**config.mk**
```make
export PLATFORM = sky130hd
export DESIGN_NAME = buddy_block_allocator
export DESIGN_NICKNAME = d
export VERILOG_FILES = /design/src/rtl/bba_pkg.sv /design/src/rtl/buddy_block_allocator.sv
export SDC_FILE = /design/constraint.sdc
export NUM_CORES = 1
export LEC_CHECK = 0
export BUFFER_PORTS_ARGS = -buffer_cell sky130_fd_sc_hd__buf_4
export CORE_MARGIN = 3
export CORE_UTILIZATION = 63
export DETAILED_ROUTE_END_ITERATION = 6
export GPL_TIMING_DRIVEN = 0
export MAX_ROUTING_LAYER = met4
export PLACE_DENSITY = 0.81
export SLEW_MARGIN = 10
export SYNTH_ARGS = -nofsm -noshare
export SYNTH_HDL_FRONTEND = slang
export SYNTH_SLANG_ARGS = --single-unit
```
**constraint.sdc**
```tcl
create_clock -name clk_i -period 8.5 [get_ports clk_i]
set_input_delay 0.425 -clock clk_i [delete_from_list [all_inputs] [get_ports clk_i]]
set_output_delay 0.425 -clock clk_i [all_outputs]
set_load 0.02 [all_outputs]
```
**src/rtl/bba_pkg.sv**
```systemverilog
// Buddy block allocator package: beat types, node states and status codes.
// No dependencies.
package bba_pkg;

  typedef logic [1:0] node_st_t;
  localparam node_st_t NodeAbsent = 2'd0;
  localparam node_st_t NodeFree   = 2'd1;
  localparam node_st_t NodeSplit  = 2'd2;
  localparam node_st_t NodeUsed   = 2'd3;

  localparam logic CmdAlloc = 1'b0;
  localparam logic CmdFree  = 1'b1;

  localparam logic [1:0] StatusOk       = 2'd0;
  localparam logic [1:0] StatusTooLarge = 2'd1;
  localparam logic [1:0] StatusNoFit    = 2'd2;
  localparam logic [1:0] StatusNotFound = 2'd3;

  typedef struct packed {
    logic       command;
    logic [6:0] request_size;
    logic [5:0] block_start;
    logic [5:0] block_end;
  } req_t;

  typedef struct packed {
    logic [1:0] status;
    logic [5:0] granted_start;
    logic [5:0] granted_end;
  } rsp_t;

endpackage

```
**src/rtl/buddy_block_allocator.sv**
```systemverilog
// Buddy block allocator: tree of node states in one synchronous memory.
// Throughput: one request at a time; the scan over the node memory bounds it.
// Reset: a clearing pass writes every node (root free) with in_stall_o high;
// the result register sits between the two channels.
// Depends on bba_pkg.
module buddy_block_allocator #(
  parameter int unsigned POOL_UNITS = 64
) (
  input  logic          clk_i,
  input  logic          rst_ni,
  input  logic          in_valid_i,
  output logic          in_stall_o,
  input  bba_pkg::req_t in_data_i,
  output logic          out_valid_o,
  input  logic          out_stall_i,
  output bba_pkg::rsp_t out_data_o
);
  import bba_pkg::*;

  localparam int unsigned Nodes = 2 * POOL_UNITS - 1;
  localparam int unsigned Lg = $clog2(POOL_UNITS);
  localparam int unsigned IW = $clog2(Nodes + 1);
  localparam int unsigned DW = $clog2(Lg + 2);
  localparam int unsigned SW = Lg + 1;

  localparam logic [3:0] SClr = 4'd0, SIdle = 4'd1, SScanRd = 4'd2, SScanCk = 4'd3,
                         SSplit = 4'd4, SFreeRd = 4'd5, SFreeCk = 4'd6, SBudRd = 4'd7,
                         SBudCk = 4'd8, SDone = 4'd9, SMrgSelf = 4'd10, SMrgPar = 4'd11;

  node_st_t mem [Nodes];
  node_st_t rd_q;
  logic          we;
  logic [IW-1:0] wa;
  node_st_t      wd;
  logic [IW-1:0] ra;

  always_ff @(posedge clk_i) begin
    if (we) mem[wa] <= wd;
    rd_q <= mem[ra];
  end

  logic [3:0]    st_q, st_d;
  logic [IW-1:0] idx_q, idx_d, k_q, k_d, best_q, best_d;
  logic [DW-1:0] d_q, d_d, bd_q, bd_d;
  logic          found_q, found_d;
  logic [SW-1:0] req_q, req_d;
  logic          ov_q, ov_d;
  rsp_t          rsp_q, rsp_d;

  function automatic logic [SW:0] lsize(logic [DW-1:0] d);
    return (SW+1)'(POOL_UNITS) >> d;
  endfunction
  function automatic logic [IW-1:0] lbase(logic [DW-1:0] d);
    return IW'((IW+1)'(1) << d) - IW'(1);
  endfunction

  logic [SW:0] sz, bsz;
  logic [IW-1:0] cnt;
  logic [IW:0] lft;
  logic [SW:0] gstart;
  logic [6:0]  sreq;
  logic [5:0]  len6;
  logic [6:0]  flen;
  logic [IW-1:0] fidx;
  logic          fok;
  logic [IW-1:0] bud, par;

  always_comb begin
    sz  = lsize(d_q);
    bsz = lsize(bd_q);
    cnt = IW'((IW+1)'(1) << d_q);
    lft = {best_q, 1'b1};
    gstart = (SW+1)'(best_q - lbase(bd_q)) * bsz;
    sreq = (in_data_i.request_size == 7'd0) ? 7'd1 : in_data_i.request_size;
    len6 = in_data_i.block_end - in_data_i.block_start;
    flen = {1'b0, len6} + 7'd1;
    fok  = 1'b0;
    fidx = '0;
    for (int i = 0; i <= Lg; i++) begin
      if (32'(flen) == (POOL_UNITS >> i) &&
          ((32'(in_data_i.block_start) & ((POOL_UNITS >> i) - 1)) == 0)) begin
        fok  = 1'b1;
        fidx = IW'((1 << i) - 1 + (32'(in_data_i.block_start) >> (Lg - i)));
      end
    end
    if (in_data_i.block_end < in_data_i.block_start ||
        32'(in_data_i.block_end) >= POOL_UNITS) fok = 1'b0;
    bud = idx_q[0] ? idx_q + IW'(1) : idx_q - IW'(1);
    par = (idx_q - IW'(1)) >> 1;
  end

  always_comb begin
    st_d = st_q; idx_d = idx_q; k_d = k_q; best_d = best_q; d_d = d_q; bd_d = bd_q;
    found_d = found_q; req_d = req_q; ov_d = ov_q; rsp_d = rsp_q;
    we = 1'b0; wa = idx_q; wd = NodeAbsent; ra = idx_q;
    in_stall_o = 1'b1;
    case (st_q)
      SClr: begin
        we = 1'b1; wa = idx_q; wd = (idx_q == '0) ? NodeFree : NodeAbsent;
        idx_d = idx_q + IW'(1);
        if (idx_q == IW'(Nodes - 1)) st_d = SIdle;
      end
      SIdle: begin
        in_stall_o = ov_q;
        if (in_valid_i && !ov_q) begin
          rsp_d = '0;
          if (in_data_i.command == CmdAlloc) begin
            if (32'(sreq) > POOL_UNITS) begin
              rsp_d.status = StatusTooLarge; ov_d = 1'b1;
            end else begin
              req_d = SW'(sreq); d_d = '0; k_d = '0; found_d = 1'b0;
              st_d = SScanRd;
            end
          end else if (fok) begin
            idx_d = fidx; st_d = SFreeRd;
          end else begin
            rsp_d.status = StatusNotFound; ov_d = 1'b1;
          end
        end
      end
      SScanRd: begin
        ra = lbase(d_q) + k_q; st_d = SScanCk;
      end
      SScanCk: begin
        st_d = SScanRd;
        if (rd_q == NodeFree || k_q == cnt - IW'(1)) begin
          if (rd_q == NodeFree) begin
            found_d = 1'b1; best_d = lbase(d_q) + k_q; bd_d = d_q;
          end
          k_d = '0; d_d = d_q + DW'(1);
          if (32'(d_q) == Lg || (sz >> 1) < (SW+1)'(req_q)) begin
            if (rd_q == NodeFree || found_q) st_d = SSplit;
            else begin
              rsp_d.status = StatusNoFit; ov_d = 1'b1; st_d = SIdle;
            end
          end
        end else k_d = k_q + IW'(1);
      end
      SSplit: begin
        if (bsz >= (SW+1)'(2) && (bsz >> 1) >= (SW+1)'(req_q)) begin
          we = 1'b1; wa = best_q; wd = NodeSplit;
          best_d = lft[IW-1:0]; bd_d = bd_q + DW'(1);
          st_d = SDone; idx_d = lft[IW-1:0] + IW'(1);
        end else begin
          we = 1'b1; wa = best_q; wd = NodeUsed;
          rsp_d.status = StatusOk;
          rsp_d.granted_start = 6'(gstart);
          rsp_d.granted_end = 6'(gstart + bsz - (SW+1)'(1));
          ov_d = 1'b1; st_d = SIdle;
        end
      end
      SDone: begin
        // write the right half of a split as free; SSplit then splits the left or marks it used
        we = 1'b1; wa = idx_q; wd = NodeFree; st_d = SSplit;
      end
      SFreeRd: begin
        ra = idx_q; st_d = SFreeCk;
      end
      SFreeCk: begin
        if (rd_q == NodeUsed) begin
          we = 1'b1; wa = idx_q; wd = NodeFree;
          rsp_d.status = StatusOk;
          st_d = (idx_q == '0) ? SIdle : SBudRd;
          if (idx_q == '0) ov_d = 1'b1;
        end else begin
          rsp_d.status = StatusNotFound; ov_d = 1'b1; st_d = SIdle;
        end
      end
      SBudRd: begin
        ra = bud; st_d = SBudCk;
      end
      SBudCk: begin
        if (rd_q == NodeFree) begin
          we = 1'b1; wa = bud; wd = NodeAbsent;
          st_d = SMrgSelf;
        end else begin
          ov_d = 1'b1; st_d = SIdle;
        end
      end
      SMrgSelf: begin
        we = 1'b1; wa = idx_q; wd = NodeAbsent; st_d = SMrgPar;
      end
      SMrgPar: begin
        we = 1'b1; wa = par; wd = NodeFree; idx_d = par;
        if (par == '0) begin
          ov_d = 1'b1; st_d = SIdle;
        end else st_d = SBudRd;
      end
      default: st_d = SIdle;
    endcase
    if (ov_q && !out_stall_i) ov_d = 1'b0;
  end

  always_ff @(posedge clk_i or negedge rst_ni) begin
    if (!rst_ni) begin
      st_q <= SClr; idx_q <= '0; ov_q <= 1'b0;
    end else begin
      st_q <= st_d; idx_q <= idx_d; ov_q <= ov_d;
    end
  end

  always_ff @(posedge clk_i) begin
    k_q <= k_d; best_q <= best_d; d_q <= d_d; bd_q <= bd_d;
    found_q <= found_d; req_q <= req_d; rsp_q <= rsp_d;
  end

  assign out_valid_o = ov_q;
  assign out_data_o  = rsp_q;
endmodule

```
# Word level (Yosys, flattened, before mapping)

Memories as Yosys holds them, arrays and structs flattened. A register that Yosys moved wholly into a read port is not among the register bits.
Cells that the tools add are included.

Input bits: 24
Output and inout port bits: 16
Word-level logic and storage cells: 232
Flip-flop bits (word level): 54
Memories kept: 1
RAM bits: 254

Memory list:

| name | depth | bits a word | read ports | clocked after Yosys merged registers in | wr ports | line                        | text |
|---|---|---|---|---|---|---|---|
| mem  | 127   | 2           | 1          | 1                                       | 1        | buddy_block_allocator.sv:30 | `node_st_t mem [Nodes];` |

Bitwise operators: 2
Multipliers: 1
Multiplexer cells: 97
Reduce and logical (&&, ||, !) cells: 42
Equality and inequality tests: 47
$add $sub $neg: 21
Order comparisons: 5
Shift operators: 4

Operators by type and width:

| operator                                            | number |
|---|---|
| zero test 32 bit                                    | 6 |
| two-way mux 7 bit                                   | 20 |
| one-hot mux 4 bit (12 select lines)                 | 1 |
| one-hot mux 7 bit (2 select lines)                  | 3 |
| two-way mux 3 bit                                   | 13 |
| two-way mux 1 bit                                   | 35 |
| two-way mux 14 bit                                  | 2 |
| two-way mux 4 bit                                   | 7 |
| one-hot mux 7 bit (4 select lines)                  | 1 |
| != test 3 bit, second input constant                | 9 |
| != test 2 bit, second input constant                | 12 |
| one-hot mux 12 bit (2 select lines)                 | 1 |
| adder 7 x 1 -> 7 bit, second input constant         | 3 |
| zero test 7 bit                                     | 3 |
| one-hot mux 7 bit (3 select lines)                  | 1 |
| equality test 4 x 3 -> 1 bit, second input constant | 4 |
| equality test 4 bit, second input constant          | 4 |
| one-hot mux 2 bit (4 select lines)                  | 2 |
| AND reduction 4 bit                                 | 4 |
| >> shifter 7 x 3 -> 8 bit, first input constant     | 2 |
| equality test 7 bit, second input constant          | 2 |
| << shifter 1 x 3 -> 7 bit, first input constant     | 2 |
| subtractor 7 x 1 -> 7 bit, second input constant    | 2 |
| subtractor 7 x 2 -> 7 bit, second input constant    | 2 |
| 51 further kinds                                    | 78 |

# Logic depth before layout (Yosys ltp)

Gate-level depths: netlist of run 1.

Depth after elaboration: 17
Gate-level depth with buffers: 25
Depth with buffers taken out: 24

# Worst setup path before layout of run 1

No wires, ideal clock.

Kind: register to register
Start: register bd_q[1]
End: memory mem[0][0] (netlist bit), data pin
Stages on the path, launching flop included: 12
Period minus slack after synthesis: 6.432 ns
Path buffers: 0
Data required time: 7.584 ns
Slack: 2.068 ns
Setup time: 0.916 ns
Arrival: 5.516 ns
Path through: edfxtp_1 inv_1 ha_1 nand2_1 ha_1 nand2b_1 a21o_1 a21o_1 a211o_1 a21oi_1 nor2_1 o221ai_1

Word-level cells in the longest chain between the ends: 5
Elaborated cells between the ends (all ways): 6
Those cells by class: order compare (2); shift (1); mux (2); reduce/logical (1)

RTL lines:

| what                                                                       | line                         | text |
|---|---|---|
| from (decl)                                                                | buddy_block_allocator.sv:44  | `logic [DW-1:0] d_q, d_d, bd_q, bd_d;` |
| from (signal assigned)                                                     | buddy_block_allocator.sv:203 | `k_q <= k_d; best_q <= best_d; d_q <= d_d; bd_q <= bd_d;` |
| >> shifter 7 x 3 -> 8 bit (*)                                              | buddy_block_allocator.sv:51  | `return (SW+1)'(POOL_UNITS) >> d;` |
| >= comparator 8 x 2 -> 1 bit / >= comparator 7 bit (equally long branches) | buddy_block_allocator.sv:140 | `if (bsz >= (SW+1)'(2) && (bsz >> 1) >= (SW+1)'(req_q)) begin` |
| logical AND 1 bit (*)                                                      | buddy_block_allocator.sv:140 |  |
| two-way mux 1 bit (*)                                                      | buddy_block_allocator.sv:140 |  |
| one-hot mux 2 bit (4 select lines) (*)                                     | buddy_block_allocator.sv:97  | `case (st_q)` |
| net wd[0]                                                                  | buddy_block_allocator.sv:34  | `node_st_t wd;` |
| to (decl)                                                                  | buddy_block_allocator.sv:30  |  |

The timed path passes the listed nets; every way through them passes the cells marked *.

# Final worst setup path of run 1

Start: register bd_q[1]
End: register rsp_q (netlist bit out_data_o[5]), data pin

Word-level cells in the longest chain between the ends: 8
Elaborated cells between the ends (all ways): 9
Those cells by class: add/sub (4); mul (1); shift (2); mux (2)

RTL lines:

| what                                    | line                         | text |
|---|---|---|
| << shifter 1 x 3 -> 7 bit               | buddy_block_allocator.sv:54  | `return IW'((IW+1)'(1) << d) - IW'(1);` |
| subtractor 7 x 2 -> 7 bit               | buddy_block_allocator.sv:54  |  |
| subtractor 7 x 7 -> 8 bit               | buddy_block_allocator.sv:73  | `gstart = (SW+1)'(best_q - lbase(bd_q)) * bsz;` |
| multiplier 8 x 8 -> 6 bit               | buddy_block_allocator.sv:73  |  |
| adder 6 bit (*)                         | buddy_block_allocator.sv:148 | `rsp_d.granted_end = 6'(gstart + bsz - (SW+1)'(1));` |
| subtractor 6 x 1 -> 6 bit (*)           | buddy_block_allocator.sv:148 |  |
| two-way mux 14 bit (*)                  | buddy_block_allocator.sv:140 |  |
| one-hot mux 12 bit (2 select lines) (*) | buddy_block_allocator.sv:97  |  |
| to (signal assigned)                    | buddy_block_allocator.sv:204 | `found_q <= found_d; req_q <= req_d; rsp_q <= rsp_d;` |
| to (decl)                               | buddy_block_allocator.sv:48  | `rsp_t rsp_q, rsp_d;` |

Mark *: on every way between the ends. The rest lies on a longest branch, timed or not. The select of a mux whose other input is x is not followed.
A chain may end at the register's enable or synchronous reset.

==> summary by stage, run 1 <==
Timing
For the pin with the worst max-slew slack, the measured transition is 0.987 ns. Of the available clock period, the critical path in the final layout requires 0.690. The maximum operating frequency is 0.171 GHz. The final count of pins violating max slew is 0. The final count of negative-setup-slack endpoints is 0. The smallest clock period supported by the final layout is computed as 5.86 ns. Setup repair after global routing left no endpoint under its margin. On the final layout, the worst hold slack is 0.143 ns. For the final database, setup skew stands at 0.0241 ns. Adding up every negative setup slack in the final design gives 0 ns. Measured against its own limit, the worst slew margin works out to 0.325. Once routing completed, OpenROAD measured the worst setup slack at 2.64 ns. The final hold violation count was 0.

Clock tree
The H-tree was split into 2 levels. The clock reaches the later pin of the worst-skew pair after 0.52 ns. The setup fix buffers added after clock tree synthesis is 0. The TritonCTS clock tree is done. The number of resized instances in the post-cts repair step is 0. The clock buffer count from CTS is 34. The number of hold buffers added after CTS was 1.

The tree is rooted in a clkbuf_16. The clock transition time at the flip-flop clock pins of the worst setup and hold paths is 0.06 ns. The maximum buffer depth of the clock tree is 3. For this design, the sink count on the clock tree is 310.

Global route
The first global-routing pass estimated 70.9 mm of wire. The aggregate global routing overflow is 0. The number of global-route vias before repair came to 12900. Entering global routing, the biggest net connects 54 pins. For this run, the total global-route usage over all layers was measured as 0.324. The initial antenna violation count came to 1.

Synth
Sorting the synthesized cells by area gives the leading types as edfxtp_1, ha_1, nor2_1. The synthesized area per cell is 10.8 um2. The post-synthesis net count is 1694. The cell with the most instances after synthesis is edfxtp_1. The share of synthesized area in the top cell type comes to 0.518. After synthesis the netlist holds a flip-flop and latch count of 310. In the synthesized netlist the async set-or-reset flop fraction comes to 0.0387.

In the synthesized netlist the dominant register cell turns out to be edfxtp_1. The number of flops mapped to enable cells by yosys is 296. The post-synthesis instance area is 0.0172 mm2. The number of distinct library cells after synthesis is 89. edfxtp_1 takes more of the synthesized area than any other cell. For this run, the number of Yosys warnings is 0. The share of the Yosys chip area taken by registers is 0.538. The commonest cells after synthesis are edfxtp_1, nor2_1, nand2_1. The synthesized instance count is 1589.

Worst hold path
The startpoint identified for the worst hold timing path is out_stall_i. The min-delay analysis places its worst path in the category in -> reg.

Power
The combinational cell fraction of total power is 0.528. The total power divided by cell area is 369 mW/mm2. The switching component of the power is 3.11 mW. The leakage component of the power is 7.35 nW. The completed layout was analyzed and its total power is 7.03 mW. Of the total power, the share spent switching nets is 0.443. The worst supply voltage drop on vdd is 0.000256 V. The design internal power is 3.92 mW. The share of total power dissipated in the clock network is 0.190. The sequential power share is 0.281.

Drt
The count of routing violations after the opening detailed-route iteration is 1938. The number of remaining DRC errors is 0. The highest layer touched by signal routing is met4. The detail route stage leaves a number of antenna-violating nets equal to 0. The met3 routed wirelength is 5.30 mm. In the final routed layout, each cell accounts on average for 22.6 um. The final layout contains routed wiring with a total length of 45.8 mm.

The via count is 13200. After detailed routing, the wire length on met1 is 18.1 mm. The met2 layer wire length in the routed design is 20.8 mm. After detailed routing, the number of vias per cell comes to 6.53.

Before antenna repair, the detailed router went through 6 iterations.

Placed design
The placed instance count is 1969. Port buffering added 38 buffers. Prior to clock tree synthesis, the placed netlist has a worst setup slack of 2.73 ns. The cell area after placement is 0.0180 mm2. The weighted congestion at the end of routability-driven global placement is 0.995.

The sum of net half-perimeters after detailed placement is 31.7 mm.

Setup path
Among all stages on the critical path, the largest delay is contributed by fa_1. In this design, the critical path's most frequently occurring cell is ha_1. Along the worst path, the maximum fanout reaches 5. Walking the worst path, the cells encountered are inv_1 > ha_1 > nand2b_1 > ha_1 > ha_1 > nor2b_1 > o21ai_0 > a21oi_1 > nand2b_1 > or2_2 > fa_1 > inv_1 > ha_1 > ha_1 > ha_1 > fa_1 > xnor2_1 > xnor2_1 > xnor3_1 > xnor2_1 > xnor2_1 > nor2_1. Counting cells, the worst reg-to-reg path comes to 22. The nature of the critical path endpoint is a flop.

The worst endpoint required time is 8.74 ns. The critical path class is reg -> reg. The arrival time reported for the critical path endpoint is 6.10 ns. The worst register-to-register path ends at out_data_o[5].

The kind of launch point of the worst setup path is a flop. The beginning of the critical path is bd_q[1]. Setup slack on the worst reg-to-reg path comes out at 2.64 ns. The startpoint identified for the worst register-to-register timing path is bd_q[1].

On the worst path, the slowest cell contributes a delay of 0.48 ns. In this run the worst setup path terminates at out_data_o[5].

Die
The top-level I/O count is 40. After floorplanning, the core was sized to cover 0.0264 mm2. The standard-cell row count is 59. The die span in x is 171 um. For this configuration, the core starts out at a cell density of 0.649. The die covers 0.0292 mm2. The vertical die dimension is 171 um.

Run status
The run finished with clean final reports.

Layout
The finished cells cover 0.0190 mm2. The end-of-flow core utilization is 0.720. The fraction of final layout cells sized beyond drive strength 1 is 0.0863. The total number of nets in the final design is 1776. The final non-filler cell total is 2027. The synthesis-to-finish area growth is 10.9%.

Flow run
The tool flagged a number of max-cap violations equal to 0.
[flip-flops by register name (all words and copies together) (netlist names)]
signal       count
out_valid_o      1
found_q          1
req_q            7
out_data_o      14
st_q             4
rd_q             2
idx_q            7
k_q              7
bd_q             3
best_q           7
d_q              3
mem            254
[power by group through the flow]
| stage | combinational, mW | sequential, mW | clock, mW |
|---|---|---|---|
| final | 3.71 | 1.98 | 1.34 |
| after global routing | 3.94 | 1.99 | 1.40 |
| after CTS | 3.60 | 1.98 | 1.34 |
| after detailed placement | 3.56 | 2.01 | 0 |
| after global placement | 3.43 | 2.06 | 0 |
| after floorplan | 2.37 | 2.05 | 0 |
[cell usage in the layout (no fill, tap or decap), types with 36 or more instances in the layout]
master / instances
edfxtp_1: 296
nor2_1: 223
nand2_1: 222
inv_1: 84
mux2i_1: 74
ha_1: 72
nand3_1: 61
clkbuf_1: 56
buf_4: 44
o21ai_0: 42
xnor2_1: 41
a21oi_1: 36
[layer usage]
| layer | vias to the layer above | GRT usage |
|---|---|---|
| met5 | - | - |
| met3 | 152 | 0.0652 |
| met4 | 0 | 0.107 |
| met1 | 6297 | 0.447 |
| li1 | 5920 | - |
| met2 | 860 | 0.487 |
[logic make-up after synthesis]
logic type               share of synthesized area
XOR/XNOR                                    0.0350
flip-flops                                   0.538
buffers and inverters                       0.0400
multiplexers                                0.0600
AO/OA/AOI/OAI                               0.0985
AND/OR/NAND/NOR                              0.165
adder cells (fa/ha/maj)                     0.0630
[worst min path at each step]
| stage | end | cells after the start | slack [ns] |
|---|---|---|---|
| after floorplan | idx_q[0] | 0 | 0.13 |
| after global placement | out_valid_o | 1 | 0.28 |
| after detailed placement | out_valid_o | 1 | 0.28 |
| after CTS | out_valid_o | 3 | 0.15 |
| after global routing | out_valid_o | 3 | 0.16 |
| final | out_valid_o | 3 | 0.14 |
[final cells by class]
type	count	area [um2]
flip-flops and latches	310	9230
fillers	1857	7400
well taps	335	419
repair buffers	46	445
inverters	85	319
clock inverters	12	82.6
plain buffers	80	369
clock buffers	44	910
diodes	1	2.50
multi-input cells	1114	7260
[worst max-delay path: cells and delay by family, from the launching register on]
family          cells  cell delay, ns
compound gates      2            0.40
fa+ha+maj           8            2.48
xor+xnor            5            1.27
simple gates        5            0.88
flops               1            0.41
buf+inv             2            0.14
Power figures use the tool's default switching activity.
==> run 2, diff against run 1 <==
--- a/config.mk
+++ b/config.mk
@@ -5,13 +5,14 @@
 export SDC_FILE = /design/constraint.sdc
 export NUM_CORES = 1
 export LEC_CHECK = 0
+export ABC_AREA = 1
 export BUFFER_PORTS_ARGS = -buffer_cell sky130_fd_sc_hd__buf_4
 export CORE_MARGIN = 3
-export CORE_UTILIZATION = 63
+export CORE_UTILIZATION = 58
 export DETAILED_ROUTE_END_ITERATION = 6
 export GPL_TIMING_DRIVEN = 0
 export MAX_ROUTING_LAYER = met4
-export PLACE_DENSITY = 0.81
+export PLACE_DENSITY = 0.79
 export SLEW_MARGIN = 10
 export SYNTH_ARGS = -nofsm -noshare
 export SYNTH_HDL_FRONTEND = slang
==> constraint.sdc (replaced) <==
create_clock -name clk_i -period 5 [get_ports clk_i]
set_input_delay 0.25 -clock clk_i [delete_from_list [all_inputs] [get_ports clk_i]]
set_output_delay 0.25 -clock clk_i [all_outputs]
set_load 0.02 [all_outputs]
==> summary by stage, run 2 <==
Synth
Cells taking the most area after synthesis: edfxtp_1, nand3_1, nand2_1 (was edfxtp_1, ha_1, nor2_1). The number of flops mapped to enable cells by yosys is 296 (unchanged). The synthesized instance count is 2105 (was 1589).

The cell with the most instances after synthesis is nand2_1 (was edfxtp_1). The share of Yosys cell area claimed by the top area cell type is 0.486 (was 0.518). The number of warnings issued by yosys was 0 (unchanged). The post-synthesis async set-or-reset flop share is 0.0387 (unchanged). The top flip-flop cell by instance count after synthesis was edfxtp_1 (unchanged).

Synth top cells by count: nand2_1, nand3_1, inv_1 (was edfxtp_1, nor2_1, nand2_1). The flip-flop and latch count after synthesis is 310 (unchanged). The post-synthesis instance area is 0.0183 mm2 (was 0.0172 mm2). The cell taking the most area after synthesis was edfxtp_1 (unchanged). The post-synthesis net count is 2210 (was 1694). The synthesized area per cell is 8.69 um2 (was 10.8 um2). The number of distinct library cells after synthesis is 55 (was 89). The sequential area share after synthesis is 0.504 (was 0.538).

Die
The vertical die dimension is 184 um (was 171 um). The die span in x is 184 um (was 171 um). The starting density of the core was 0.593 (was 0.649). The total core area is 0.0308 mm2 (was 0.0264 mm2). The standard-cell row count was 64 (was 59).

The area of the die is 0.0337 mm2 (was 0.0292 mm2). The top-level I/O count is 40 (unchanged).

Timing
The post-route clock period utilization is 1.08 (was 0.690). The final hold violation count is 0 (unchanged). The worst-case setup margin in the final layout is -0.418 ns (was 2.64 ns). The worst slew margin relative to its limit came to 0.147 (was 0.325). The smallest hold slack is 0.0153 ns (was 0.143 ns). The final count of pins violating max slew was 0 (unchanged). The maximum operating frequency was 0.185 GHz (was 0.171 GHz). The final period demand of the worst path is 5.42 ns (was 5.86 ns). The post-route clock skew is 0.0293 ns (was 0.0241 ns). The final count of negative-setup-slack endpoints is 3 (was 0). The measured slew at the worst slew-check pin is 1.28 ns (was 0.987 ns). Unrepaired setup endpoints after global routing: true (was false).

Clock tree
The clock root buffer is clkbuf_16 (unchanged). The maximum level of the CTS H-tree is 2 (unchanged). The TritonCTS clock tree is done (unchanged).

The clock transition time at the flip-flop clock pins of the worst setup and hold paths is 0.06 ns (about the same). The TritonCTS sink count was 310 (unchanged). The maximum buffer depth of the clock tree is 3 (unchanged). The clock latency reported for the late side of the worst-skew pair is 0.54 ns (was 0.52 ns). The clock buffer count from CTS is 35 (was 34).

Power
The sequential power share is 0.273 (was 0.281). The total power divided by cell area is 644 mW/mm2 (was 369 mW/mm2). The worst supply voltage drop on vdd is 0.000398 V (was 0.000256 V). The clock network power share came to 0.187 (was 0.190). The design internal power is 7.35 mW (was 3.92 mW). The combinational cell fraction of total power is 0.541 (was 0.528). The leakage component of the power is 9.07 nW (was 7.35 nW).

The switching power as a share of total power is 0.455 (was 0.443). The switching component of the power is 6.13 mW (was 3.11 mW).

Layout
The number of antenna cells inserted is 0 (was 1). Most used cells in the layout excluding fill and tap cells: nand2_1, nand3_1, inv_1, edfxtp_1, nor2_1 (was edfxtp_1, nor2_1, nand2_1). The fraction of final layout cells sized beyond drive strength 1 is 0.128 (was 0.0863). The post-route cell area is 0.0209 mm2 (was 0.0190 mm2). The number of flip-flops under the largest register name is 254 (unchanged). The end-of-flow core utilization is 0.678 (was 0.720). The synthesis-to-finish area growth is 14.3% (was 10.9%). The most common cell after layout, fill and taps aside is nand2_1 (was edfxtp_1). The total number of nets in the final design is 2324 (was 1776). The top register by number of flip-flops is mem (unchanged).

Run status
The final reports fail on negative setup slack. Run status: finished with violations (was finished clean).

Global route
The first-pass GRT wire length is 79.3 mm (was 70.9 mm). The pin count of the biggest net entering global routing is 45 (was 54). The number of global-route vias before repair is 15200 (was 12900). The initial antenna violation count is 0 (was 1). The overall routing resource usage is 0.310 (was 0.324).

The aggregate global routing overflow was 0 (unchanged).

Placed design
The cell area after placement is 0.0194 mm2 (was 0.0180 mm2). The weighted congestion at the end of routability-driven global placement is 0.969 (was 0.995). The worst setup timing slack at the placement stage is -0.402 ns (was 2.73 ns). The sum of net half-perimeters after detailed placement is 36.0 mm (was 31.7 mm). The total of buffers placed on input and output ports is 39 (was 38).

Drt
The remaining antenna violation count after routing is 0 (unchanged). The per-cell via count in the routed design is 5.83 (was 6.53). The via count came to 15400 (was 13200). The total wire length after detailed routing is 52.1 mm (was 45.8 mm). The average routed wire per standard cell came to 19.7 um (was 22.6 um). The first-pass detailed-route iteration total is 7 (was 6).

The count of routing violations after the opening detailed-route iteration is 1780 (was 1938). The number of remaining DRC errors is 0 (unchanged).

Flow run
The max-cap check violation count is 0 (unchanged).

Setup path
The maximum fanout encountered on the critical timing path is 3 (was 5). The arrival time reported for the critical path endpoint is 5.70 ns (was 6.10 ns). The critical path class is reg -> reg (unchanged). The nature of the critical path endpoint is a flop (unchanged). The worst endpoint required time was 5.29 ns (was 8.74 ns). The kind of launch point of the worst setup path is a flop (unchanged).

Worst hold path
The type of the tightest min-delay check was in -> reg (unchanged).
## run 2: final timing paths
kind,from,to,slack (ns),cells past startpoint
max in group asynchronous,rst_ni,idx_q[4],4.74,2
setup / recovery,bd_q[0],out_data_o[5],-0.42,24
hold reg to reg,out_valid_o,out_valid_o,0.52,2
min in group asynchronous,rst_ni,idx_q[6],0.10,2
setup reg to reg,bd_q[0],out_data_o[5],-0.42,24
hold / removal,in_data_i[12],req_q[0],0.02,2
## run 2: stage by stage
step	total power, mW	setup TNS (ns)	std cells
finish	13.5	-0.791	2640
global route	14.2	-1.30	2640
CTS	12.9	-0.295	2630
detailed placement	10.2	-0.936	2552
global placement	9.71	-512.67	2540
floorplan	8.18	0	2105
## run 2: final cells by class
type / count / area (um2)
multi-input cells: 1384 / 7760
repair buffers: 77 / 699
inverters: 330 / 1240
flip-flops and latches: 310 / 9230
fillers: 2349 / 9910
well taps: 396 / 495
plain buffers: 81 / 380
clock inverters: 20 / 196
clock buffers: 42 / 912
## run 2: metal layers
layer,global-route usage,part of all wire,vias to the layer above
met3,0.0621,0.095,213
met1,0.375,0.38,7162
met2,0.504,0.48,857
met5,-,0,-
met4,0.148,0.051,0
li1,-,-,7171
## run 2: cells by family (layout without fill, tap and decap cells)
| logic type | Yosys count | after routing | share of synthesized area |
|---|---|---|---|
| compound gates | 97 | 97 | 0.0337 |
| xor+xnor | 39 | 39 | 0.0187 |
| fa+ha+maj | 81 | 81 | 0.0591 |
| buf+inv | 411 | 550 | 0.0886 |
| flops | 310 | 310 | 0.504 |
| simple gates | 1167 | 1167 | 0.296 |
## run 2: power by group through the flow
stage | clock network, mW | logic, mW | registers, mW
2_1_floorplan | 0 | 4.35 | 3.83
3_3_place_gp | 0 | 6.00 | 3.71
3_5_place_dp | 0 | 6.51 | 3.72
4_1_cts | 2.52 | 6.73 | 3.67
5_1_grt | 2.62 | 7.91 | 3.70
6_report | 2.51 | 7.28 | 3.68
## run 2: worst max-delay path, cell delays in order (launching register included)
cell and delay, ns:
edfxtp_1 0.45, inv_2 0.15, ha_4 0.17, nand2_4 0.06, ha_4 0.18, xnor2_4 0.24
ha_4 0.27, a21oi_4 0.16, o21ai_4 0.09, xor2_2 0.23, inv_1 0.08, nor2_2 0.13
fa_1 0.48, ha_4 0.30, fa_1 0.45, fa_2 0.56, inv_2 0.05, ha_4 0.26
inv_2 0.04, ha_4 0.27, a21oi_4 0.06, xor2_2 0.16, buf_4 0.15, a21oi_2 0.11
nor2_1 0.07
## run 2: what timing repair did
item,4_1_cts,5_1_grt
hold buffers,8,0
setup buffers,8,10
pin swaps,21,20
endpoints found under the setup margin,3,3
resized for setup,13,38
hold endpoints to repair,19,0
